===== config.mk =====
export PLATFORM = sky130hd
export DESIGN_NAME = event_stream_line_decoder_flat
export DESIGN_NICKNAME = d
export VERILOG_FILES = /design/src/design/esld_pkg.sv /design/src/design/esld_ifs.sv /design/src/design/esld_front.sv /design/src/design/esld_queue.sv /design/src/design/esld_back.sv /design/src/design/event_stream_line_decoder.sv /design/src/flat_wrapper.sv
export SDC_FILE = /design/constraint.sdc
export NUM_CORES = 1
export LEC_CHECK = 0
export ABC_CLOCK_PERIOD_IN_PS = 12200
export BUFFER_PORTS_ARGS = -buffer_cell sky130_fd_sc_hd__buf_4
export CAP_MARGIN = 20
export CORE_MARGIN = 2
export CORE_UTILIZATION = 60
export CTS_CLUSTER_SIZE = 25
export DETAILED_ROUTE_END_ITERATION = 16
export GPL_ROUTABILITY_DRIVEN = 0
export PLACE_DENSITY = 0.84
export SLEW_MARGIN = 20
export SYNTH_ARGS = -nofsm -noshare
export SYNTH_HDL_FRONTEND = slang
export SYNTH_SLANG_ARGS = --single-unit

===== constraint.sdc =====
create_clock -name clock -period 12.2 [get_ports clock]
set_input_delay 2.44 -clock clock [delete_from_list [all_inputs] [get_ports clock]]
set_output_delay 2.44 -clock clock [all_outputs]
set_load 0.01 [all_outputs]

===== src/design/esld_pkg.sv =====
`timescale 1ns / 1ps
// Shared types and constants of the event stream line decoder.
// No dependencies; every file of the block but esld_ifs refers to it by scoped names.

package esld_pkg;

   localparam int NAME_MAX_DEF   = 16;
   localparam int NAME_MAX_LIMIT = 62;
   localparam int NLEN_W         = $clog2(NAME_MAX_LIMIT + 1);

   localparam int QUEUE_DEPTH = 4;
   localparam int QPTR_W      = $clog2(QUEUE_DEPTH);
   localparam int QCNT_W      = $clog2(QUEUE_DEPTH + 1);
   // dispatches in flight: queue entries plus the one in the back end
   localparam int DCNT_W      = $clog2(QUEUE_DEPTH + 2);

   typedef enum logic {
      IN_BYTE = 1'b0,
      IN_EOS  = 1'b1
   } in_kind_type;

   typedef enum logic [1:0] {
      OUT_DATA = 2'd0,
      OUT_NAME = 2'd1,
      OUT_END  = 2'd2
   } out_kind_type;

   // work handed from the front end to the back end for one transaction
   typedef struct packed {
      logic              d0_vld;
      logic [7:0]        d0;
      logic              d1_vld;
      logic [7:0]        d1;
      logic              disp;
      logic [NLEN_W-1:0] dlen;
      logic              dovf;
   } cmd_type;

   // name store write port
   typedef struct packed {
      logic              vld;
      logic [NLEN_W-1:0] addr;
      logic [7:0]        data;
   } wr_type;

endpackage


===== src/design/esld_ifs.sv =====
`timescale 1ns / 1ps
// Valid/ready channel interfaces for request and response transactions.
// Depends on nothing; used by the top level and its environment.

interface esld_req_if;
   logic       valid;
   logic       ready;
   logic       kind;
   logic [7:0] byte_in;

   modport source (output valid, output kind, output byte_in, input ready);
   modport sink   (input valid, input kind, input byte_in, output ready);
endinterface

interface esld_rsp_if;
   logic       valid;
   logic       ready;
   logic [1:0] out_kind;
   logic [7:0] out_byte;
   logic       name_truncated;
   logic       last;

   modport source (output valid, output out_kind, output out_byte,
                   output name_truncated, output last, input ready);
   modport sink   (input valid, input out_kind, input out_byte,
                   input name_truncated, input last, output ready);
endinterface


===== src/design/esld_front.sv =====
`timescale 1ns / 1ps
// Front end: accepts stream transactions, tracks line and field state,
// writes event name bytes and queues emit/dispatch work. Uses esld_pkg.

module esld_front #(
   parameter int NAME_MAX = esld_pkg::NAME_MAX_DEF
) (
   input  logic                 clock,
   input  logic                 reset,
   input  logic                 in_valid,
   output logic                 in_ready,
   input  logic                 in_kind,
   input  logic [7:0]           in_byte,
   output logic                 push,
   output esld_pkg::cmd_type    push_cmd,
   input  logic                 q_full,
   output esld_pkg::wr_type     wr,
   input  logic                 disp_done
);

   localparam int LW = $clog2(NAME_MAX + 1);
   localparam int NW = esld_pkg::NLEN_W;
   localparam int DW = esld_pkg::DCNT_W;

   localparam logic [7:0] CH_COLON = 8'h3A;
   localparam logic [7:0] CH_SPACE = 8'h20;
   localparam logic [7:0] CH_LF    = 8'h0A;
   localparam logic [7:0] CH_CR    = 8'h0D;

   localparam logic [2:0] DATA_LEN  = 3'd4;
   localparam logic [2:0] EVENT_LEN = 3'd5;

   typedef enum logic [7:0] {
      M_START   = 8'b0000_0001,
      M_FDATA   = 8'b0000_0010,
      M_FEVENT  = 8'b0000_0100,
      M_SKIP    = 8'b0000_1000,
      M_VDATA0  = 8'b0001_0000,
      M_VDATA   = 8'b0010_0000,
      M_VEVENT0 = 8'b0100_0000,
      M_VEVENT  = 8'b1000_0000
   } mode_type;

   typedef struct packed {
      mode_type        mode;
      logic [2:0]      fm;
      logic            seen;
      logic [LW-1:0]   nlen;
      logic            novf;
   } fst_type;

   typedef struct packed {
      fst_type         st;
      logic            emit;
      logic [7:0]      ebyte;
      logic            wr;
      logic [LW-1:0]   waddr;
      logic [7:0]      wbyte;
      logic            disp;
      logic [LW-1:0]   dlen;
      logic            dovf;
   } step_type;

   localparam fst_type ST_RESET = '{mode: M_START, fm: 3'd0, seen: 1'b0,
                                    nlen: '0, novf: 1'b0};

   function automatic logic [7:0] data_char(input logic [1:0] i);
      logic [7:0] c;
      case (i)
         2'd0:    c = 8'h64;
         2'd1:    c = 8'h61;
         2'd2:    c = 8'h74;
         default: c = 8'h61;
      endcase
      return c;
   endfunction

   function automatic logic [7:0] event_char(input logic [2:0] i);
      logic [7:0] c;
      case (i)
         3'd0:    c = 8'h65;
         3'd1:    c = 8'h76;
         3'd2:    c = 8'h65;
         3'd3:    c = 8'h6E;
         3'd4:    c = 8'h74;
         default: c = 8'h00;
      endcase
      return c;
   endfunction

   function automatic step_type idle_fn(input fst_type s);
      step_type r;
      r    = '0;
      r.st = s;
      return r;
   endfunction

   // one ordinary (non line ending) byte
   function automatic step_type ord_fn(input fst_type s, input logic [7:0] b);
      step_type r;
      r    = '0;
      r.st = s;
      unique case (s.mode)
         M_START: begin
            r.st.fm = 3'd1;
            if (b == data_char(2'd0)) begin
               r.st.mode = M_FDATA;
            end else if (b == event_char(3'd0)) begin
               r.st.mode = M_FEVENT;
            end else begin
               r.st.mode = M_SKIP;
            end
         end
         M_FDATA: begin
            if (b == CH_COLON) begin
               if (s.fm == DATA_LEN) begin
                  r.emit    = s.seen;
                  r.ebyte   = CH_LF;
                  r.st.seen = 1'b1;
                  r.st.mode = M_VDATA0;
               end else begin
                  r.st.mode = M_SKIP;
               end
            end else if (s.fm < DATA_LEN && b == data_char(s.fm[1:0])) begin
               r.st.fm = s.fm + 3'd1;
            end else begin
               r.st.mode = M_SKIP;
            end
         end
         M_FEVENT: begin
            if (b == CH_COLON) begin
               if (s.fm == EVENT_LEN) begin
                  r.st.nlen = '0;
                  r.st.novf = 1'b0;
                  r.st.mode = M_VEVENT0;
               end else begin
                  r.st.mode = M_SKIP;
               end
            end else if (s.fm < EVENT_LEN && b == event_char(s.fm)) begin
               r.st.fm = s.fm + 3'd1;
            end else begin
               r.st.mode = M_SKIP;
            end
         end
         M_VDATA0: begin
            r.st.mode = M_VDATA;
            r.emit    = (b != CH_SPACE);
            r.ebyte   = b;
         end
         M_VDATA: begin
            r.emit  = 1'b1;
            r.ebyte = b;
         end
         M_VEVENT0, M_VEVENT: begin
            r.st.mode = M_VEVENT;
            if (s.mode == M_VEVENT || b != CH_SPACE) begin
               if (s.nlen < LW'(NAME_MAX)) begin
                  r.wr      = 1'b1;
                  r.waddr   = s.nlen;
                  r.wbyte   = b;
                  r.st.nlen = s.nlen + LW'(1);
               end else begin
                  r.st.novf = 1'b1;
               end
            end
         end
         M_SKIP: begin
         end
         default: begin
            r.st.mode = M_SKIP;
         end
      endcase
      return r;
   endfunction

   // line ending: blank line dispatches, bare field names take effect
   function automatic step_type end_fn(input fst_type s);
      step_type r;
      r    = '0;
      r.st = s;
      if (s.mode == M_START) begin
         r.disp    = s.seen;
         r.dlen    = s.nlen;
         r.dovf    = s.novf;
         r.st.nlen = '0;
         r.st.novf = 1'b0;
         r.st.seen = 1'b0;
      end else if (s.mode == M_FDATA && s.fm == DATA_LEN) begin
         r.emit    = s.seen;
         r.ebyte   = CH_LF;
         r.st.seen = 1'b1;
      end else if (s.mode == M_FEVENT && s.fm == EVENT_LEN) begin
         r.st.nlen = '0;
         r.st.novf = 1'b0;
      end
      r.st.mode = M_START;
      r.st.fm   = 3'd0;
      return r;
   endfunction

   fst_type          st_ff, st_in;
   logic             cr_ff, cr_in;
   logic             pend_ff, pend_in;
   esld_pkg::wr_type wr2_ff, wr2_in;
   logic [DW-1:0]    dcnt_ff, dcnt_in;

   logic             accept;
   logic             value_of_event;

   assign value_of_event = (st_ff.mode == M_VEVENT0) || (st_ff.mode == M_VEVENT);
   assign in_ready = !q_full && !pend_ff && !(dcnt_ff != '0 && value_of_event);
   assign accept   = in_valid && in_ready;

   always_comb begin
      step_type a;
      step_type c;
      fst_type  t;

      a        = idle_fn(st_ff);
      c        = idle_fn(st_ff);
      t        = st_ff;
      cr_in    = cr_ff;
      push_cmd = '0;

      if (in_kind == esld_pkg::IN_EOS) begin
         if (st_ff.mode != M_START || cr_ff) begin
            a = end_fn(st_ff);
         end
         c = idle_fn(a.st);
         t = a.st;
         // end of stream dispatches pending data even without a blank line
         if (!a.disp && a.st.seen) begin
            a.disp = 1'b1;
            a.dlen = a.st.nlen;
            a.dovf = a.st.novf;
            t.nlen = '0;
            t.novf = 1'b0;
            t.seen = 1'b0;
         end
         t.mode = M_START;
         t.fm   = 3'd0;
         cr_in  = 1'b0;
      end else if (in_byte == CH_LF) begin
         a     = end_fn(st_ff);
         c     = idle_fn(a.st);
         t     = a.st;
         cr_in = 1'b0;
      end else if (in_byte == CH_CR) begin
         if (cr_ff) begin
            a = ord_fn(st_ff, CH_CR);
         end
         c     = idle_fn(a.st);
         t     = a.st;
         cr_in = 1'b1;
      end else begin
         if (cr_ff) begin
            a = ord_fn(st_ff, CH_CR);
         end
         c     = ord_fn(a.st, in_byte);
         t     = c.st;
         cr_in = 1'b0;
      end

      push_cmd.d0_vld = a.emit;
      push_cmd.d0     = a.ebyte;
      push_cmd.d1_vld = c.emit;
      push_cmd.d1     = c.ebyte;
      push_cmd.disp   = a.disp;
      push_cmd.dlen   = NW'(a.dlen);
      push_cmd.dovf   = a.dovf;

      st_in = accept ? t : st_ff;
      if (!accept) begin
         cr_in = cr_ff;
      end

      push = accept && (push_cmd.d0_vld || push_cmd.d1_vld || push_cmd.disp);

      // a held CR plus a name byte gives two writes: hold the second one
      wr      = '0;
      wr2_in  = wr2_ff;
      pend_in = 1'b0;
      if (pend_ff) begin
         wr = wr2_ff;
      end else if (accept) begin
         if (a.wr) begin
            wr.vld  = 1'b1;
            wr.addr = NW'(a.waddr);
            wr.data = a.wbyte;
            if (c.wr) begin
               pend_in     = 1'b1;
               wr2_in.vld  = 1'b1;
               wr2_in.addr = NW'(c.waddr);
               wr2_in.data = c.wbyte;
            end
         end else if (c.wr) begin
            wr.vld  = 1'b1;
            wr.addr = NW'(c.waddr);
            wr.data = c.wbyte;
         end
      end

      dcnt_in = dcnt_ff + DW'(push && push_cmd.disp) - DW'(disp_done);
   end

   always_ff @(posedge clock) begin
      if (reset) begin
         st_ff   <= ST_RESET;
         cr_ff   <= 1'b0;
         pend_ff <= 1'b0;
         dcnt_ff <= '0;
      end else begin
         st_ff   <= st_in;
         cr_ff   <= cr_in;
         pend_ff <= pend_in;
         dcnt_ff <= dcnt_in;
      end
   end

   always_ff @(posedge clock) begin
      wr2_ff <= wr2_in;
   end

   // the name store must not change while a dispatch may still read it
   a_no_write_in_dispatch: assert property (@(posedge clock) disable iff (reset)
      wr.vld |-> dcnt_ff == '0)
      else $error("name store written while a dispatch is outstanding");

   a_dcnt_bound: assert property (@(posedge clock) disable iff (reset)
      dcnt_ff <= DW'(esld_pkg::QUEUE_DEPTH + 1))
      else $error("dispatch count out of range");

   a_pend_one_cycle: assert property (@(posedge clock) disable iff (reset)
      pend_ff |=> !pend_ff)
      else $error("held name write not retired in one cycle");

endmodule


===== src/design/esld_queue.sv =====
`timescale 1ns / 1ps
// Short command queue between the front end and the back end.
// Uses esld_pkg for the command type and depth.

module esld_queue (
   input  logic              clock,
   input  logic              reset,
   input  logic              push,
   input  esld_pkg::cmd_type push_cmd,
   output logic              full,
   input  logic              pop,
   output esld_pkg::cmd_type head,
   output logic              empty
);

   localparam int DEPTH = esld_pkg::QUEUE_DEPTH;
   localparam int PW    = esld_pkg::QPTR_W;
   localparam int CW    = esld_pkg::QCNT_W;

   esld_pkg::cmd_type entry_ff [DEPTH];
   logic [PW-1:0]     wptr_ff, wptr_in;
   logic [PW-1:0]     rptr_ff, rptr_in;
   logic [CW-1:0]     cnt_ff, cnt_in;
   logic              do_push, do_pop;

   assign full    = (cnt_ff == CW'(DEPTH));
   assign empty   = (cnt_ff == '0);
   assign head    = entry_ff[rptr_ff];
   assign do_push = push && !full;
   assign do_pop  = pop && !empty;

   always_comb begin
      wptr_in = wptr_ff;
      rptr_in = rptr_ff;
      if (do_push) begin
         wptr_in = (wptr_ff == PW'(DEPTH - 1)) ? '0 : wptr_ff + PW'(1);
      end
      if (do_pop) begin
         rptr_in = (rptr_ff == PW'(DEPTH - 1)) ? '0 : rptr_ff + PW'(1);
      end
      cnt_in = cnt_ff + CW'(do_push) - CW'(do_pop);
   end

   always_ff @(posedge clock) begin
      if (reset) begin
         wptr_ff <= '0;
         rptr_ff <= '0;
         cnt_ff  <= '0;
      end else begin
         wptr_ff <= wptr_in;
         rptr_ff <= rptr_in;
         cnt_ff  <= cnt_in;
      end
   end

   always_ff @(posedge clock) begin
      if (do_push) begin
         entry_ff[wptr_ff] <= push_cmd;
      end
   end

   a_no_overflow: assert property (@(posedge clock) disable iff (reset)
      push |-> !full)
      else $error("command pushed into a full queue");

endmodule


===== src/design/esld_back.sv =====
`timescale 1ns / 1ps
// Back end: holds the event name store, sequences data bytes, name bytes
// and frame ends into the registered response stage. Uses esld_pkg.

module esld_back #(
   parameter int NAME_MAX = esld_pkg::NAME_MAX_DEF
) (
   input  logic              clock,
   input  logic              reset,
   input  esld_pkg::wr_type  wr,
   input  logic              q_empty,
   input  esld_pkg::cmd_type q_head,
   output logic              q_pop,
   output logic              disp_done,
   output logic              out_valid,
   input  logic              out_ready,
   output logic [1:0]        out_kind,
   output logic [7:0]        out_byte,
   output logic              out_trunc,
   output logic              out_last
);

   localparam int AW = (NAME_MAX > 1) ? $clog2(NAME_MAX) : 1;
   localparam int NW = esld_pkg::NLEN_W;

   typedef enum logic [5:0] {
      PH_IDLE  = 6'b00_0001,
      PH_DATA0 = 6'b00_0010,
      PH_DATA1 = 6'b00_0100,
      PH_READ  = 6'b00_1000,
      PH_NAME  = 6'b01_0000,
      PH_END   = 6'b10_0000
   } phase_type;

   function automatic phase_type tail_phase(input esld_pkg::cmd_type c);
      phase_type p;
      if (!c.disp) begin
         p = PH_IDLE;
      end else if (c.dlen != '0) begin
         p = PH_READ;
      end else begin
         p = PH_END;
      end
      return p;
   endfunction

   logic [7:0]        mem [NAME_MAX];
   logic [7:0]        rd_data_ff;

   phase_type         ph_ff, ph_in;
   esld_pkg::cmd_type cur_ff, cur_in;
   logic [AW-1:0]     idx_ff, idx_in;
   logic              ov_ff;
   logic [1:0]        kind_ff, kind_in;
   logic [7:0]        byte_ff, byte_in;
   logic              trunc_ff, trunc_in;
   logic              last_ff, last_in;
   logic              load;
   logic              out_free;

   assign out_free  = !ov_ff || out_ready;
   assign out_valid = ov_ff;
   assign out_kind  = kind_ff;
   assign out_byte  = byte_ff;
   assign out_trunc = trunc_ff;
   assign out_last  = last_ff;

   always_comb begin
      ph_in     = ph_ff;
      cur_in    = cur_ff;
      idx_in    = idx_ff;
      load      = 1'b0;
      kind_in   = kind_ff;
      byte_in   = byte_ff;
      trunc_in  = 1'b0;
      last_in   = 1'b0;
      q_pop     = 1'b0;
      disp_done = 1'b0;

      unique case (ph_ff)
         PH_IDLE: begin
            if (!q_empty) begin
               q_pop  = 1'b1;
               cur_in = q_head;
               idx_in = '0;
               if (q_head.d0_vld) begin
                  ph_in = PH_DATA0;
               end else if (q_head.d1_vld) begin
                  ph_in = PH_DATA1;
               end else begin
                  ph_in = tail_phase(q_head);
               end
            end
         end
         PH_DATA0: begin
            if (out_free) begin
               load    = 1'b1;
               kind_in = esld_pkg::OUT_DATA;
               byte_in = cur_ff.d0;
               last_in = !cur_ff.d1_vld && !cur_ff.disp;
               ph_in   = cur_ff.d1_vld ? PH_DATA1 : tail_phase(cur_ff);
            end
         end
         PH_DATA1: begin
            if (out_free) begin
               load    = 1'b1;
               kind_in = esld_pkg::OUT_DATA;
               byte_in = cur_ff.d1;
               last_in = !cur_ff.disp;
               ph_in   = tail_phase(cur_ff);
            end
         end
         PH_READ: begin
            // store read at idx_ff lands in rd_data_ff this edge
            ph_in = PH_NAME;
         end
         PH_NAME: begin
            if (out_free) begin
               load    = 1'b1;
               kind_in = esld_pkg::OUT_NAME;
               byte_in = rd_data_ff;
               idx_in  = idx_ff + AW'(1);
               ph_in   = ((NW'(idx_ff) + NW'(1)) == cur_ff.dlen) ? PH_END : PH_READ;
            end
         end
         PH_END: begin
            if (out_free) begin
               load      = 1'b1;
               kind_in   = esld_pkg::OUT_END;
               byte_in   = 8'h00;
               trunc_in  = cur_ff.dovf;
               last_in   = 1'b1;
               disp_done = 1'b1;
               ph_in     = PH_IDLE;
            end
         end
         default: begin
            ph_in = PH_IDLE;
         end
      endcase
   end

   always_ff @(posedge clock) begin
      if (reset) begin
         ph_ff <= PH_IDLE;
         ov_ff <= 1'b0;
      end else begin
         ph_ff <= ph_in;
         if (load) begin
            ov_ff <= 1'b1;
         end else if (out_ready) begin
            ov_ff <= 1'b0;
         end
      end
   end

   always_ff @(posedge clock) begin
      cur_ff <= cur_in;
      idx_ff <= idx_in;
      if (load) begin
         kind_ff  <= kind_in;
         byte_ff  <= byte_in;
         trunc_ff <= trunc_in;
         last_ff  <= last_in;
      end
   end

   always_ff @(posedge clock) begin
      if (wr.vld) begin
         mem[wr.addr[AW-1:0]] <= wr.data;
      end
      rd_data_ff <= mem[idx_ff];
   end

   a_name_in_range: assert property (@(posedge clock) disable iff (reset)
      ph_ff == PH_NAME |-> NW'(idx_ff) < cur_ff.dlen)
      else $error("name read beyond stored length");

   a_done_to_idle: assert property (@(posedge clock) disable iff (reset)
      disp_done |=> ph_ff == PH_IDLE)
      else $error("sequencer not idle after frame end");

endmodule


===== src/design/event_stream_line_decoder.sv =====
`timescale 1ns / 1ps
// Top level of the event stream line decoder: front end, command queue, back end.
// Depends on esld_pkg, esld_ifs, esld_front, esld_queue and esld_back.
//
//   channel   dir  handshake      payload
//   req_bus   in   valid/ready    kind, byte_in
//   rsp_bus   out  valid/ready    out_kind, out_byte, name_truncated, last
//
// The front end takes stream bytes and keeps taking them while the back end
// drains queued work. The back end pops each queued transaction while idle,
// then sends its data bytes, its name bytes (store read, then output register)
// and the frame end. The front end stalls while a dispatch is outstanding and
// the current line is an event value, while the held second name write of a
// transaction that writes two name bytes retires, and while the queue is full.
// Synchronous reset clears control state only; the name store needs no clearing.

module event_stream_line_decoder #(
   parameter int NAME_MAX = esld_pkg::NAME_MAX_DEF
) (
   input logic              clock,
   input logic              reset,
   esld_req_if.sink         req_bus,
   esld_rsp_if.source       rsp_bus
);

   esld_pkg::cmd_type push_cmd;
   esld_pkg::cmd_type head;
   esld_pkg::wr_type  wr;
   logic              push, full, pop, empty, disp_done;

   esld_front #(.NAME_MAX(NAME_MAX)) u_front (
      .clock     (clock),
      .reset     (reset),
      .in_valid  (req_bus.valid),
      .in_ready  (req_bus.ready),
      .in_kind   (req_bus.kind),
      .in_byte   (req_bus.byte_in),
      .push      (push),
      .push_cmd  (push_cmd),
      .q_full    (full),
      .wr        (wr),
      .disp_done (disp_done)
   );

   esld_queue u_queue (
      .clock    (clock),
      .reset    (reset),
      .push     (push),
      .push_cmd (push_cmd),
      .full     (full),
      .pop      (pop),
      .head     (head),
      .empty    (empty)
   );

   esld_back #(.NAME_MAX(NAME_MAX)) u_back (
      .clock     (clock),
      .reset     (reset),
      .wr        (wr),
      .q_empty   (empty),
      .q_head    (head),
      .q_pop     (pop),
      .disp_done (disp_done),
      .out_valid (rsp_bus.valid),
      .out_ready (rsp_bus.ready),
      .out_kind  (rsp_bus.out_kind),
      .out_byte  (rsp_bus.out_byte),
      .out_trunc (rsp_bus.name_truncated),
      .out_last  (rsp_bus.last)
   );

endmodule


===== src/flat_wrapper.sv =====
// flat-port wrapper written by rule: the top's interface ports become plain ports
module event_stream_line_decoder_flat 
#(
   parameter int NAME_MAX = esld_pkg::NAME_MAX_DEF
)
  (clock, reset, req_bus_valid, req_bus_kind, req_bus_byte_in, req_bus_ready, rsp_bus_valid, rsp_bus_out_kind, rsp_bus_out_byte, rsp_bus_name_truncated, rsp_bus_last, rsp_bus_ready);
  esld_req_if req_bus_i ();
  esld_rsp_if rsp_bus_i ();
  input logic clock;
  input logic reset;
  input wire logic [$bits(req_bus_i.valid)-1:0] req_bus_valid;
  input wire logic [$bits(req_bus_i.kind)-1:0] req_bus_kind;
  input wire logic [$bits(req_bus_i.byte_in)-1:0] req_bus_byte_in;
  output wire logic [$bits(req_bus_i.ready)-1:0] req_bus_ready;
  output wire logic [$bits(rsp_bus_i.valid)-1:0] rsp_bus_valid;
  output wire logic [$bits(rsp_bus_i.out_kind)-1:0] rsp_bus_out_kind;
  output wire logic [$bits(rsp_bus_i.out_byte)-1:0] rsp_bus_out_byte;
  output wire logic [$bits(rsp_bus_i.name_truncated)-1:0] rsp_bus_name_truncated;
  output wire logic [$bits(rsp_bus_i.last)-1:0] rsp_bus_last;
  input wire logic [$bits(rsp_bus_i.ready)-1:0] rsp_bus_ready;
  assign req_bus_i.valid = req_bus_valid;
  assign req_bus_i.kind = req_bus_kind;
  assign req_bus_i.byte_in = req_bus_byte_in;
  assign req_bus_ready = req_bus_i.ready;
  assign rsp_bus_valid = rsp_bus_i.valid;
  assign rsp_bus_out_kind = rsp_bus_i.out_kind;
  assign rsp_bus_out_byte = rsp_bus_i.out_byte;
  assign rsp_bus_name_truncated = rsp_bus_i.name_truncated;
  assign rsp_bus_last = rsp_bus_i.last;
  assign rsp_bus_i.ready = rsp_bus_ready;
  event_stream_line_decoder #(.NAME_MAX(NAME_MAX)) u_core (.clock(clock), .reset(reset), .req_bus(req_bus_i), .rsp_bus(rsp_bus_i));
endmodule

# Word level (Yosys, flattened, before mapping)
# Memories as Yosys holds them, arrays and structs flattened. A register that Yosys moved wholly into a read port is not among the register bits.
# Cells that the tools add are included.
[totals]
ff_bits = 91
ram_bits = 228
input_bits = 13
output_inout_bits = 14
word_cells = 322
memories = 2
[classes]
add_sub_neg = 12
n_lt_le_gt_ge = 6
n_eq_ne = 57
muxes = 154
bitwise = 4
n_reduce_logical = 61
[mem_list]
columns = ["memory", "words", "word_bits", "rd", "rd_clocked_by_memory_dff", "write_ports", "line", "source"]
rows = [
  ["u_core.u_back.mem", 16, 8, 1, 1, 1, "esld_back.sv:47", "logic [7:0] mem [NAME_MAX];"],
  ["u_core.u_queue.entry_ff", 4, 25, 1, 1, 1, "esld_queue.sv:20", "esld_pkg::cmd_type entry_ff [DEPTH];"],
]
[ops]
columns = ["operator", "count"]
rows = [
  ["$mux W8", 39],
  ["$mux W48", 5],
  ["$mux W30", 6],
  ["$mux W6", 19],
  ["$pmux W8 S5", 2],
  ["$mux W37", 2],
  ["$mux W14", 5],
  ["$mux W15", 4],
  ["$pmux W7 S4", 2],
  ["$mux W18", 3],
  ["$pmux W8 S6", 1],
  ["$mux W9", 5],
  ["$pmux W6 S6", 1],
  ["$mux W7", 5],
  ["$eq A4 B8 Y1 const A", 4],
  ["$eq A8 B4 Y1 const B", 4],
  ["$eq A8 B7 Y1 const B", 4],
  ["$pmux W8 S4", 1],
  ["$pmux W3 S3", 3],
  ["$pmux W9 S3", 1],
  ["$eq A8 B6 Y1 const B", 3],
  ["$mux W3", 8],
  ["$mux W1", 23],
  ["$pmux W5 S2", 2],
  ["other kinds (54)", 142],
]

# Logic depth before layout (Yosys ltp)
# Gate-level depths: netlist (run 1).
[logic_depth]
ltp_word = 32
mapped_depth = 17
mapped_depth_nobuf = 16

# By module
# From an unflattened synthesis (run 1), not the netlist that was laid out.
[unflattened]
cells_unflattened = 1033
area_unflattened_um2 = 14944.3
[by_module_without_submodules]
columns = ["module", "instances", "cells_per_inst", "area_per_inst_um2", "seq_area_each_um2"]
rows = [
  ["esld_back", 1, 386, 7262.0, 5375.2],
  ["esld_queue", 1, 186, 4231.6, 3303.2],
  ["esld_front", 1, 461, 3450.8, 820.8],
]

# Worst setup path before layout (run 1)
# OpenSTA, ideal clock, no wires.
[synth_timing]
path_type = "input -> register"
start = "input req_bus_byte_in[6]"
end = "register u_core.u_queue.cnt_ff[2]"
setup_ns = 0.128
t_arrival_ns = 5.336
required_ns = 12.072
path_slack_ns = 6.736
cell_stages = 15
n_path_buf = 1
cell_sequence = "buf_2 -> or4b_4 -> o311ai_2 -> o32ai_1 -> a311oi_1 -> a21oi_2 -> inv_1 -> ha_1 -> inv_1 -> ha_1 -> inv_1 -> fa_1 -> xor2_1 -> xnor2_1 -> nor2_1"
[synth_lines]
columns = ["item", "line", "source"]
rows = [
  ["from (decl)", "flat_wrapper.sv:13", "input wire logic [$bits(req_bus_i.byte_in)-1:0] req_bus_byte_in;"],
  ["to (signal assigned)", "esld_queue.sv:52", "cnt_ff <= cnt_in;"],
  ["to (decl)", "esld_queue.sv:23", "logic [CW-1:0] cnt_ff, cnt_in;"],
]

==> results of run 1 <==
[worst max-delay path: stages]
cell                       delay [ns]
sky130_fd_sc_hd__buf_4           0.15
sky130_fd_sc_hd__nor3b_1         0.46
sky130_fd_sc_hd__a31oi_1         0.15
sky130_fd_sc_hd__buf_4           0.20
sky130_fd_sc_hd__o32ai_1         0.70
sky130_fd_sc_hd__a311oi_1        0.12
sky130_fd_sc_hd__a21oi_2         0.40
sky130_fd_sc_hd__inv_1           0.09
sky130_fd_sc_hd__ha_1            0.30
sky130_fd_sc_hd__inv_1           0.06
sky130_fd_sc_hd__ha_1            0.13
sky130_fd_sc_hd__inv_1           0.05
sky130_fd_sc_hd__fa_1            0.40
sky130_fd_sc_hd__xor2_1          0.22
sky130_fd_sc_hd__xnor2_1         0.16
sky130_fd_sc_hd__nor2_1          0.06
[layer usage]
metal  vias up  GRT usage  share of wire
met2       456      0.422           0.47
met5         -          0              0
li1       3822          -              -
met4         0     0.0983          0.037
met1      4266      0.371           0.41
met3        92     0.0442          0.080
[final timing paths]
kind,start,end,slack (ns),depth (start not counted)
hold / removal,u_core.u_back.cur_ff[13]$_DFFE_PP_,u_core.u_back.out_byte[5]$_DFFE_PP_,0.53,1
setup reg to reg,u_core.u_front.st_ff[7]$_SDFFE_PP0P_,u_core.u_queue.cnt_ff[2]$_SDFF_PP0_,7.77,16
hold reg to reg,u_core.u_back.cur_ff[13]$_DFFE_PP_,u_core.u_back.out_byte[5]$_DFFE_PP_,0.53,1
setup / recovery,req_bus_byte_in[0],u_core.u_queue.cnt_ff[2]$_SDFF_PP0_,6.51,16
[synth_stat cells (all sizes together), types with 4 or more instances]
master,n,share of area
o211ai,5,0.0027
nand3,15,0.0058
nor3,30,0.011
a21o,4,0.0023
nor4,14,0.012
o311ai,4,0.0031
or4,4,0.0024
nand4,10,0.0045
nand2b,11,0.0050
a31oi,18,0.010
mux2i,5,0.0036
or3b,4,0.0025
buf,25,0.0089
o21ai,29,0.010
or3,9,0.0041
nor4b,4,0.0036
nand2,56,0.015
a22o,9,0.0057
a21oi,31,0.012
and3,13,0.0059
a22oi,4,0.0022
or2,4,0.0018
and2,24,0.011
nor2,74,0.020
edfxtp,255,0.55
ha,17,0.015
dfxtp,47,0.068
nor3b,7,0.0042
xor2,13,0.0082
nor2b,11,0.0050
o21a,5,0.0027
o22ai,7,0.0032
mux2,4,0.0035
clkbuf,34,0.0092
a32o,7,0.0051
xnor2,12,0.0081
mux4,60,0.098
a211o,4,0.0025
inv,30,0.0081
[logic make-up after synthesis]
family	synth area share
DFF	0.621
adders and majority gates	0.0183
muxes	0.105
xor gates and xnor gates	0.0164
AOI/OAI and AO/OA	0.0900
buffers and inverters	0.0266
and+or+nand+nor	0.123
[sequential cells by signal, indices dropped and copies added, names as in the netlist, named ones only]
name                      flops
u_core.u_back.cur_ff         19
u_core.u_back.idx_ff          4
u_core.u_back.mem           128
u_core.u_back.out_byte        8
u_core.u_back.out_kind        2
u_core.u_back.out_last        1
u_core.u_back.out_trunc       1
u_core.u_back.out_valid       1
u_core.u_back.ph_ff           6
u_core.u_back.rd_data_ff      8
u_core.u_front.cr_ff          1
u_core.u_front.dcnt_ff        3
u_core.u_front.pend_ff        1
u_core.u_front.st_ff         18
u_core.u_front.wr2_ff        12
u_core.u_queue.cnt_ff         3
u_core.u_queue.entry_ff      80
u_core.u_queue.rptr_ff        2
u_core.u_queue.wptr_ff        2
[final cells by class]
| class | instances | area share |
|---|---|---|
| clock buffer | 37 | 0.0511 |
| multi-input combinational | 583 | 0.322 |
| sequential | 302 | 0.566 |
| timing repair buffer | 36 | 0.0178 |
| clock inverter | 15 | 0.0120 |
| inverter | 31 | 0.00766 |
| tap | 285 | 0.0235 |
[where the power goes]
group          switching [mW]  total [mW]  internal (mW)
clock                   0.377       0.909          0.532
combinational           0.264       0.478          0.214
sequential             0.0680        1.26           1.19
total                   0.709        2.64           1.93
[placed cells by master (no fill, tap or decap), types with 25 or more instances in the layout]
master	count
sky130_fd_sc_hd__a21oi_1	29
sky130_fd_sc_hd__inv_1	29
sky130_fd_sc_hd__buf_4	36
sky130_fd_sc_hd__nand2_1	56
sky130_fd_sc_hd__o21ai_0	25
sky130_fd_sc_hd__edfxtp_1	255
sky130_fd_sc_hd__nor3_1	28
sky130_fd_sc_hd__dfxtp_1	47
sky130_fd_sc_hd__nor2_1	74
sky130_fd_sc_hd__clkbuf_16	29
sky130_fd_sc_hd__mux4_2	60
[through the flow]
step	util	hold slack [ns]	cell area [µm²]	cells	total power, mW
2_1_floorplan	-	0.472	13800	975	1.62
6_report	0.671	0.531	15200	1289	2.64
3_5_place_dp	0.628	0.518	14200	1237	1.75
3_3_place_gp	0.628	0.513	14200	1237	1.73
4_1_cts	0.671	0.532	15200	1289	2.65
5_1_grt	0.671	0.552	15200	1289	2.73
==> run metrics, run 1 <==
Max Slew Vio Count=0; number of ports placed on the die boundary=27; mean post-synth cell area=about 14 µm²; H-Tree Depth=1; CTS tree=yes; Max Cap Viol=0; max_slew headroom=0.292; number of buffers inserted by post-CTS setup repair=0; number of hold violations in the final report=0; fill cell count=1486; maximum frequency from static timing analysis=roughly 180 MHz; HP Class=reg2reg; part of the Yosys area used for sequential elements=0.621; number of buffers added on ports=26; yosys warns=0; worst voltage drop across the vdd grid=approximately 0.095 mV; post-detailed-route via-to-cell ratio=6.70; global-route usage over all layers=0.264; chip width=between 150 and 200 µm; latest clock arrival within the worst-skew pair=around 0.55 ns; number of antenna diodes=0; share of the clock period used by the worst path=0.466; total length of routed wires=approximately 31000 µm; Data required, critical path=12.61 ns; combined area of the multi-input logic cells=4890 µm²; root cell of the clock tree=sky130_fd_sc_hd__clkbuf_16; routed wire length per instance=24.4 µm; Clock Pin Slew Worst Setup and Hold Paths=0.06 ns; CTS-repair resized insts=0; register bit count reported by yosys=302; CTS Buffer Depth=3; setup slack at placement=6.16 ns; net count of the finished layout=roughly 1k; final setup vio count=0; share of final-layout standard cells stronger than drive strength 1=0.173; commonest register cell after synthesis=sky130_fd_sc_hd__edfxtp_1; CP startpoint kind=input port; data arrival time of the critical path=roughly 6.1 ns; number of global-route vias before repair=about 8.3k; length of the first detailed-routing pass in iterations=9; GRT overflow=0; antenna violations before repair=0; fraction of synthesis flops using an asynchronous set or reset pin=0; Net Count, Synth=1007; clock buffer count from CTS=28; Post-Syn Area=roughly 14000 µm²; result of the run=complete, no violations; transition time at the pin with the least slew margin=approximately 1.1 ns; static power due to leakage=slightly below 5 nW; storage element area=roughly 8600 µm²; die footprint=around 24000 µm²; power per cell area=about 170 nW/µm²; number of standard-cell rows in the floorplan=55; kind of critical path=in2reg; count of hold-fix buffers inserted at cts=0; initial standard-cell utilization of the core=0.612; endpoint kind of the worst setup timing path=register; number of nets with antenna violations after routing=0; number of distinct library cells after synthesis=96; DRC violations left=0; overall die height=about 160 µm; Area Overhead vs Synth=9.67%; first-pass GRT wire length=about 50000 µm; via count=around 8.6k; Sink Count=between 300 and 400; TNS Setup=0 ns; pin count of the biggest net entering global routing=37; RSZ-0062 raised after global routing=false; Worst Path Max Fanout=12; dpl hpwl=slightly above 20000 µm; Layout Skew=slightly above 0.02 ns; Setup WS post-layout=6.51 ns; Core Region=22600 µm²; number of enable-type register cells in the synthesized netlist=about 260; Syn Inst Count=just under 1k; violation count after the first detailed-routing iteration=a little under 1k; Min Clock Period, post-route=~5.7 ns
(Power assumes the default switching activity.)
==> inputs of run 2 (changes only) <==
--- a/config.mk
+++ b/config.mk
@@ -5,7 +5,7 @@
 export SDC_FILE = /design/constraint.sdc
 export NUM_CORES = 1
 export LEC_CHECK = 0
-export ABC_CLOCK_PERIOD_IN_PS = 12200
+export ABC_CLOCK_PERIOD_IN_PS = 5800
 export BUFFER_PORTS_ARGS = -buffer_cell sky130_fd_sc_hd__buf_4
 export CAP_MARGIN = 20
 export CORE_MARGIN = 2
==> constraint.sdc (replaced) <==
create_clock -name clock -period 5.8 [get_ports clock]
set_input_delay 1.16 -clock clock [delete_from_list [all_inputs] [get_ports clock]]
set_output_delay 1.16 -clock clock [all_outputs]
set_load 0.01 [all_outputs]
==> run metrics, run 2 (synthesis gave the netlist of run 1 again) <==
initial standard-cell utilization of the core=0.612 (unchanged); uppermost routed layer=met4; number of global-route vias before repair=8294 (-0.58%); share of the clock period used by the worst path=0.757; DRC violations left=0 (unchanged); final setup vio count=0 (unchanged); data arrival time of the critical path=4.80 ns (-1.30 ns); combined area of the multi-input logic cells=4890 µm² (+0.10%); share of final-layout standard cells stronger than drive strength 1=0.176 (+0.00299); path depth of the worst reg2reg path=16 (unchanged); Stages on worst setup path=16 (unchanged); capture point of the worst path=u_core.u_queue.cnt_ff[2]$_SDFF_PP0_; pin count of the biggest net entering global routing=37 (unchanged); cell area reported after detailed placement=14200 µm² (about the same); Worst R2R Setup Slack=1.41 ns (-6.36 ns); static power due to leakage=4.91 nW (+1.0%); Max Slew Vio Count=0 (unchanged); HP Class=reg2reg; detailed-routing wirelength on met1=12600 µm (-2.0%); CTS-repair resized insts=0 (unchanged); Power Internal=4.18 mW (+120%); most frequent cells in the layout=255 x sky130_fd_sc_hd__edfxtp_1, 74 x sky130_fd_sc_hd__nor2_1, 60 x sky130_fd_sc_hd__mux4_2; number of antenna diodes=0 (unchanged); H-Tree Depth=1 (unchanged); max_slew headroom=0.286 (-0.00654); TNS Setup=0 ns (unchanged); kind of critical path=reg2reg; endpoint kind of the worst setup timing path=register; dpl hpwl=20200 µm (-1.7%); met3 routed WL=2930 µm (+17%); Layout Skew=0.0242 ns (+0.00376 ns); Clock Pin Slew Worst Setup and Hold Paths=0.07 ns (about the same); RSZ-0062 raised after global routing=false; number of buffers added on ports=26 (unchanged); fill cell count=1448 (-2.6%); total buffers and inverters traversed by the critical path=4 (-1); Sink Count=302 (unchanged); transition time at the pin with the least slew margin=1.07 ns (+0.00981 ns); Area Overhead vs Synth=10.1%; max FFs per register=128 (unchanged); total length of routed wires=31500 µm (+0.15%); Max Cap Viol=0 (unchanged); root cell of the clock tree=sky130_fd_sc_hd__clkbuf_16; storage element area=8600 µm² (unchanged); chip width=156 µm (unchanged); number of standard-cell rows in the floorplan=55 (unchanged); antenna violations before repair=0 (unchanged); post-route standard cell area excluding fillers=15200 µm² (+0.35%); crit-path cells=inv_1 > ha_1 > nor4bb_1 > nand4_1 > o32ai_1 > a311oi_1 > a21oi_2 > inv_1 > ha_1 > inv_1 > ha_1 > inv_1 > fa_1 > xor2_1 > xnor2_1 > nor2_1; Worst Path Max Fanout=14 (+2); power per cell area=375 nW/µm² (+120%); terminus of the critical flop-to-flop path=u_core.u_queue.cnt_ff[2]$_SDFF_PP0_; latest clock arrival within the worst-skew pair=0.54 ns (about the same); most common cell after layout, fill and taps aside=sky130_fd_sc_hd__edfxtp_1; die footprint=24300 µm² (unchanged); Logic pwr share=0.192 (+0.011); clock network power share=0.349 (+0.005); Most Frequent Cell on Critical Path=sky130_fd_sc_hd__inv_1; GRT overflow=0 (unchanged); CP startpoint kind=register; first-pass GRT wire length=48800 µm (+0.33%); Core Region=22600 µm² (unchanged); gate family responsible for the most delay along the worst path=compound AO/OA/AOI/OAI gates; Critical-path top delay cell=sky130_fd_sc_hd__o32ai_1; count of hold-fix buffers inserted at cts=0 (unchanged); worst hold stages=1 (unchanged); post-detailed-route via-to-cell ratio=6.79 (+1.4%); worst voltage drop across the vdd grid=0.231 mV (+140%); number of nets with antenna violations after routing=0 (unchanged); length of the first detailed-routing pass in iterations=8 (-1); maximum frequency from static timing analysis=228 MHz; number of hold violations in the final report=0 (unchanged); number of buffers inserted by post-CTS setup repair=0 (unchanged); delay of the slowest cell on the worst path=0.77 ns (+0.07 ns); clock buffer count from CTS=29 (+3.6%); routed wire length per instance=24.5 µm (+0.15%); net switching component of the power=1.54 mW (+120%); Min Clock Period, post-route=approximately 4.4 ns; number of ports placed on the die boundary=27 (unchanged); via count=8754 (+1.4%); met2 routed WL=15200 µm (+1.9%); global-route usage over all layers=0.262 (-0.00160); Data required, critical path=6.20 ns (-6.41 ns); reg2reg start=u_core.u_front.st_ff[7]$_SDFFE_PP0P_; critical path startpoint=u_core.u_front.st_ff[7]$_SDFFE_PP0P_; result of the run=complete, no violations; sequential fraction of design power=0.458 (-0.017); violation count after the first detailed-routing iteration=1098 (+12%); CTS tree=yes; overall die height=156 µm (unchanged); net switching share of the total power=0.269 (+0.000861); net count of the finished layout=1014 (unchanged); CTS Buffer Depth=3 (unchanged)
-- run 2: changes by cell type in the layout (fill, tap and decap cells not counted), sizes merged --
cell	before	now
bufinv	4	5
clkbuf	37	36
clkinv	8	6
buf	36	35
inv	30	33
-- run 2: area by class of cell --
type	count	area share
clock inverter	17	0.0153
clock buffer	36	0.0513
tap	285	0.0234
timing repair buffer	35	0.0172
inverter	31	0.00764
multi-input combinational	583	0.321
sequential	302	0.564
-- run 2: metal layers --
metal	global-route usage	vias up
li1	-	3823
met1	0.374	4283
met2	0.434	560
met3	0.0394	88
met4	0.0616	0
met5	0	-
-- run 2: worst min path at each step --
| stage | slack [ns] | start | endpoint |
|---|---|---|---|
| floorplan | 0.47 | u_core.u_front.st_ff[0]$_SDFFE_PP0P_ | u_core.u_front.st_ff[0]$_SDFFE_PP0P_ |
| global placement | 0.51 | u_core.u_front.st_ff[0]$_SDFFE_PP0P_ | u_core.u_front.st_ff[0]$_SDFFE_PP0P_ |
| detailed placement | 0.50 | u_core.u_front.st_ff[0]$_SDFFE_PP0P_ | u_core.u_front.st_ff[0]$_SDFFE_PP0P_ |
| CTS | 0.53 | u_core.u_back.rd_data_ff[5]$_DFF_P_ | u_core.u_back.out_byte[5]$_DFFE_PP_ |
| global route | 0.55 | u_core.u_back.rd_data_ff[0]$_DFF_P_ | u_core.u_back.out_byte[0]$_DFFE_PP_ |
| finish | 0.53 | u_core.u_back.rd_data_ff[5]$_DFF_P_ | u_core.u_back.out_byte[5]$_DFFE_PP_ |
-- run 2: worst reg2reg max path: cells and delay by family, from the launching register on --
family                   cells  cell delay, ns
XOR/XNOR                     2            0.32
AND/OR/NAND/NOR              3            0.71
adder cells (fa/ha/maj)      4            1.01
buffers and inverters        4            0.42
flip-flops                   1            0.48
AO/OA/AOI/OAI                3            1.31
-- run 2: power by group through the flow --
stage	clock network (mW)	registers [mW]	logic, mW
after global placement	0	2.65	1.06
after global routing	2.09	2.64	1.18
after CTS	2.01	2.62	1.10
after detailed placement	0	2.67	1.09
final	2.00	2.62	1.10
after floorplan	0	2.60	0.864
-- run 2: metrics by stage --
step                      hold WS (ns)  std cells  power (mW)  utilization  setup WS, ns
after CTS                        0.532       1289        5.73        0.673          1.51
after global placement           0.510       1236        3.71        0.628          1.23
final                            0.533       1289        5.72        0.673          1.41
after detailed placement         0.500       1236        3.75        0.628          1.05
after global routing             0.555       1289        5.91        0.673          1.09
after floorplan                  0.472        975        3.46            -          1.41
==> inputs of run 3 (changes only) <==
--- a/config.mk
+++ b/config.mk
@@ -5,7 +5,8 @@
 export SDC_FILE = /design/constraint.sdc
 export NUM_CORES = 1
 export LEC_CHECK = 0
-export ABC_CLOCK_PERIOD_IN_PS = 5800
+export ABC_AREA = 1
+export ABC_CLOCK_PERIOD_IN_PS = 4600
 export BUFFER_PORTS_ARGS = -buffer_cell sky130_fd_sc_hd__buf_4
 export CAP_MARGIN = 20
 export CORE_MARGIN = 2
==> constraint.sdc (replaced) <==
create_clock -name clock -period 4.6 [get_ports clock]
set_input_delay 0.92 -clock clock [delete_from_list [all_inputs] [get_ports clock]]
set_output_delay 0.92 -clock clock [all_outputs]
set_load 0.01 [all_outputs]
==> run metrics, run 3 <==
crit-path cells=inv_2 > nand2_1 > nor2_4 > inv_2 > nor4_1 > nand3_1 > nand2_1 > inv_2 > o22ai_1 > nor2_1 > nand2_2 > nand2_2 > ha_1 > inv_1 > ha_1 > inv_1 > fa_1 > inv_1 > o21ai_0 > a21oi_1; Max Slew Vio Count=0 (unchanged); area fraction of the dominant cell type after synthesis=0.544 (-0.00880); count of hold-fix buffers inserted at cts=0 (unchanged); number of buffers added on ports=26 (unchanged); static power due to leakage=6.09 nW (+24%); delay of the slowest cell on the worst path=0.38 ns (-0.39 ns); H-Tree Depth=1 (unchanged); Critical-path top delay cell=sky130_fd_sc_hd__fa_1; mean post-synth cell area=10.1 µm² (-29%); CTS Buffer Depth=3 (unchanged); chip width=157 µm (+0.79%); routed wire length per instance=19.7 µm (-19%); Syn Inst Count=1391 (+43%); post-detailed-route via-to-cell ratio=6.08 (-10%); fraction of synthesis flops using an asynchronous set or reset pin=0 (unchanged); CTS-repair resized insts=0 (unchanged); DRC violations left=0 (unchanged); most area-consuming cells after synthesis=sky130_fd_sc_hd__edfxtp_1 54%, sky130_fd_sc_hd__dfxtp_1 6.7%, sky130_fd_sc_hd__nor2_1 5.5%; HP Class=reg2reg; met2 usage=0.471 (+0.0369); CP startpoint kind=register; number of ports placed on the die boundary=27 (unchanged); Max Cap Viol=0 (unchanged); most frequent cells in the layout=255 x sky130_fd_sc_hd__edfxtp_1, 204 x sky130_fd_sc_hd__nor2_1, 172 x sky130_fd_sc_hd__nand2_1; maximum frequency from static timing analysis=274 MHz (+20%); most instantiated library cell after synthesis=sky130_fd_sc_hd__edfxtp_1; Commonest cells post-synth=255 x sky130_fd_sc_hd__edfxtp_1, 205 x sky130_fd_sc_hd__nor2_1, 172 x sky130_fd_sc_hd__nand2_1, 145 x sky130_fd_sc_hd__o21ai_0, 124 x sky130_fd_sc_hd__inv_1; latest clock arrival within the worst-skew pair=0.56 ns (+0.02 ns); pin count of the biggest net entering global routing=66 (+78%); CTS tree=yes; number of global-route vias before repair=9879 (+19%); Sink Count=302 (unchanged); most common cell after layout, fill and taps aside=sky130_fd_sc_hd__edfxtp_1; number of antenna diodes=0 (unchanged); Clock Pin Slew Worst Setup and Hold Paths=0.06 ns (about the same); total length of routed wires=34700 µm (+10%); register bit count reported by yosys=302 (unchanged); number of enable-type register cells in the synthesized netlist=255 (unchanged); max FFs per register=128 (unchanged); root cell of the clock tree=sky130_fd_sc_hd__clkbuf_16; Core Region=23300 µm² (+2.7%); GR Util met3=0.0396 (+0.000203); TNS Setup=0 ns (unchanged); part of the Yosys area used for sequential elements=0.611 (-0.00988); first-pass GRT wire length=53700 µm (+9.9%); final setup vio count=0 (unchanged); Net Count, Synth=1423 (+41%); global-route usage over all layers=0.282 (+0.0194); violation count after the first detailed-routing iteration=1514 (+38%); Post-Syn Area=14100 µm² (+1.6%); Data required, critical path=5.08 ns (-1.12 ns); met1 Track Usage GR=0.380 (+0.00577); Area Overhead vs Synth=11.3%; RSZ-0062 raised after global routing=false; commonest register cell after synthesis=sky130_fd_sc_hd__edfxtp_1; share of the clock period used by the worst path=0.793 (+0.0357); busiest layer in global routing=met2; Setup WS post-layout=0.952 ns (-0.455 ns); die footprint=24700 µm² (+1.6%); dpl hpwl=22800 µm (+13%); Worst Path Max Fanout=7 (-7); number of nets with antenna violations after routing=0 (unchanged); cell area reported after detailed placement=14600 µm² (+2.9%); clock buffer count from CTS=29 (unchanged); initial standard-cell utilization of the core=0.605 (-0.00672); data arrival time of the critical path=4.13 ns (-0.67 ns); leading area contributor after synthesis=sky130_fd_sc_hd__edfxtp_1; net count of the finished layout=1452 (+43%); Min Clock Period, post-route=3.65 ns (-0.745 ns); max_slew headroom=0.341 (+0.0554); power per cell area=522 nW/µm² (+39%); result of the run=complete, no violations; endpoint kind of the worst setup timing path=register; setup slack at placement=0.639 ns (-0.412 ns); number of distinct library cells after synthesis=62 (-35%); post-layout util=0.673 (about the same); number of hold violations in the final report=0 (unchanged); number of standard-cell rows in the floorplan=56 (+1.8%); length of the first detailed-routing pass in iterations=7 (-1); Layout Skew=0.0124 ns (-0.0118 ns); transition time at the pin with the least slew margin=0.984 ns (-0.0867 ns); overall die height=157 µm (+0.79%); worst voltage drop across the vdd grid=0.333 mV (+44%); GRT overflow=0 (unchanged); yosys warns=0 (unchanged); number of buffers inserted by post-CTS setup repair=0 (unchanged); share of final-layout standard cells stronger than drive strength 1=0.132 (-0.0439); overall power=8.18 mW (+43%); antenna violations before repair=0 (unchanged); post-route standard cell area excluding fillers=15700 µm² (+2.7%); via count=10.7k (+22%); kind of critical path=reg2reg
==> run 3: metrics by stage <==
stage | hold WS, ns | cells
finish | 0.505 | 1762
global route | 0.533 | 1762
CTS | 0.504 | 1762
detailed placement | 0.493 | 1708
global placement | 0.488 | 1708
floorplan | 0.470 | 1391
==> run 3: logic make-up after synthesis <==
kind of cell / Yosys count / synth area share
simple gates: 543 / 0.176
compound gates: 315 / 0.132
flops: 302 / 0.611
buf+inv: 203 / 0.0569
fa+ha+maj: 19 / 0.0180
xor+xnor: 9 / 0.00560
==> run 3: critical path: cells and delay by family (launching register included) <==
family | cells | cell delay, ns
DFF | 1 | 0.35
and+or+nand+nor | 8 | 1.44
adders and majority gates | 3 | 0.82
buffers and inverters | 6 | 0.37
AOI/OAI and AO/OA | 3 | 0.59
==> run 3: path summary, 6_finish.rpt <==
| path | startpoint | endpoint | slack, ns | cells after the start |
|---|---|---|---|---|
| setup reg to reg | u_core.u_front.st_ff[14]$_SDFFE_PP0P_ | u_core.u_queue.cnt_ff[2]$_SDFF_PP0_ | 0.95 | 20 |
| setup / recovery | u_core.u_front.st_ff[14]$_SDFFE_PP0P_ | u_core.u_queue.cnt_ff[2]$_SDFF_PP0_ | 0.95 | 20 |
| hold / removal | u_core.u_front.st_ff[16]$_SDFFE_PP0P_ | u_core.u_front.st_ff[16]$_SDFFE_PP0P_ | 0.51 | 2 |
| hold reg to reg | u_core.u_front.st_ff[16]$_SDFFE_PP0P_ | u_core.u_front.st_ff[16]$_SDFFE_PP0P_ | 0.51 | 2 |
==> run 3: cell type report <==
cell class,instances,area [µm²]
flip-flops and latches,302,8600
fillers,1628,7610
repair buffers,48,360
well taps,319,399
inverters,153,587
multi-input cells,886,4700
clock inverters,20,240
clock buffers,34,774
==> run 3: per-layer routing <==
layer	part of all wire	vias to the layer above
li1	-	4947
met3	0.10	100
met2	0.48	654
met1	0.38	5017
met4	0.039	0
met5	0	-
==> run 3: power breakdown <==
part,switching (mW),internal [mW]
registers,0.196,3.24
clock network,1.05,1.45
logic,1.56,0.688
total,2.80,5.37
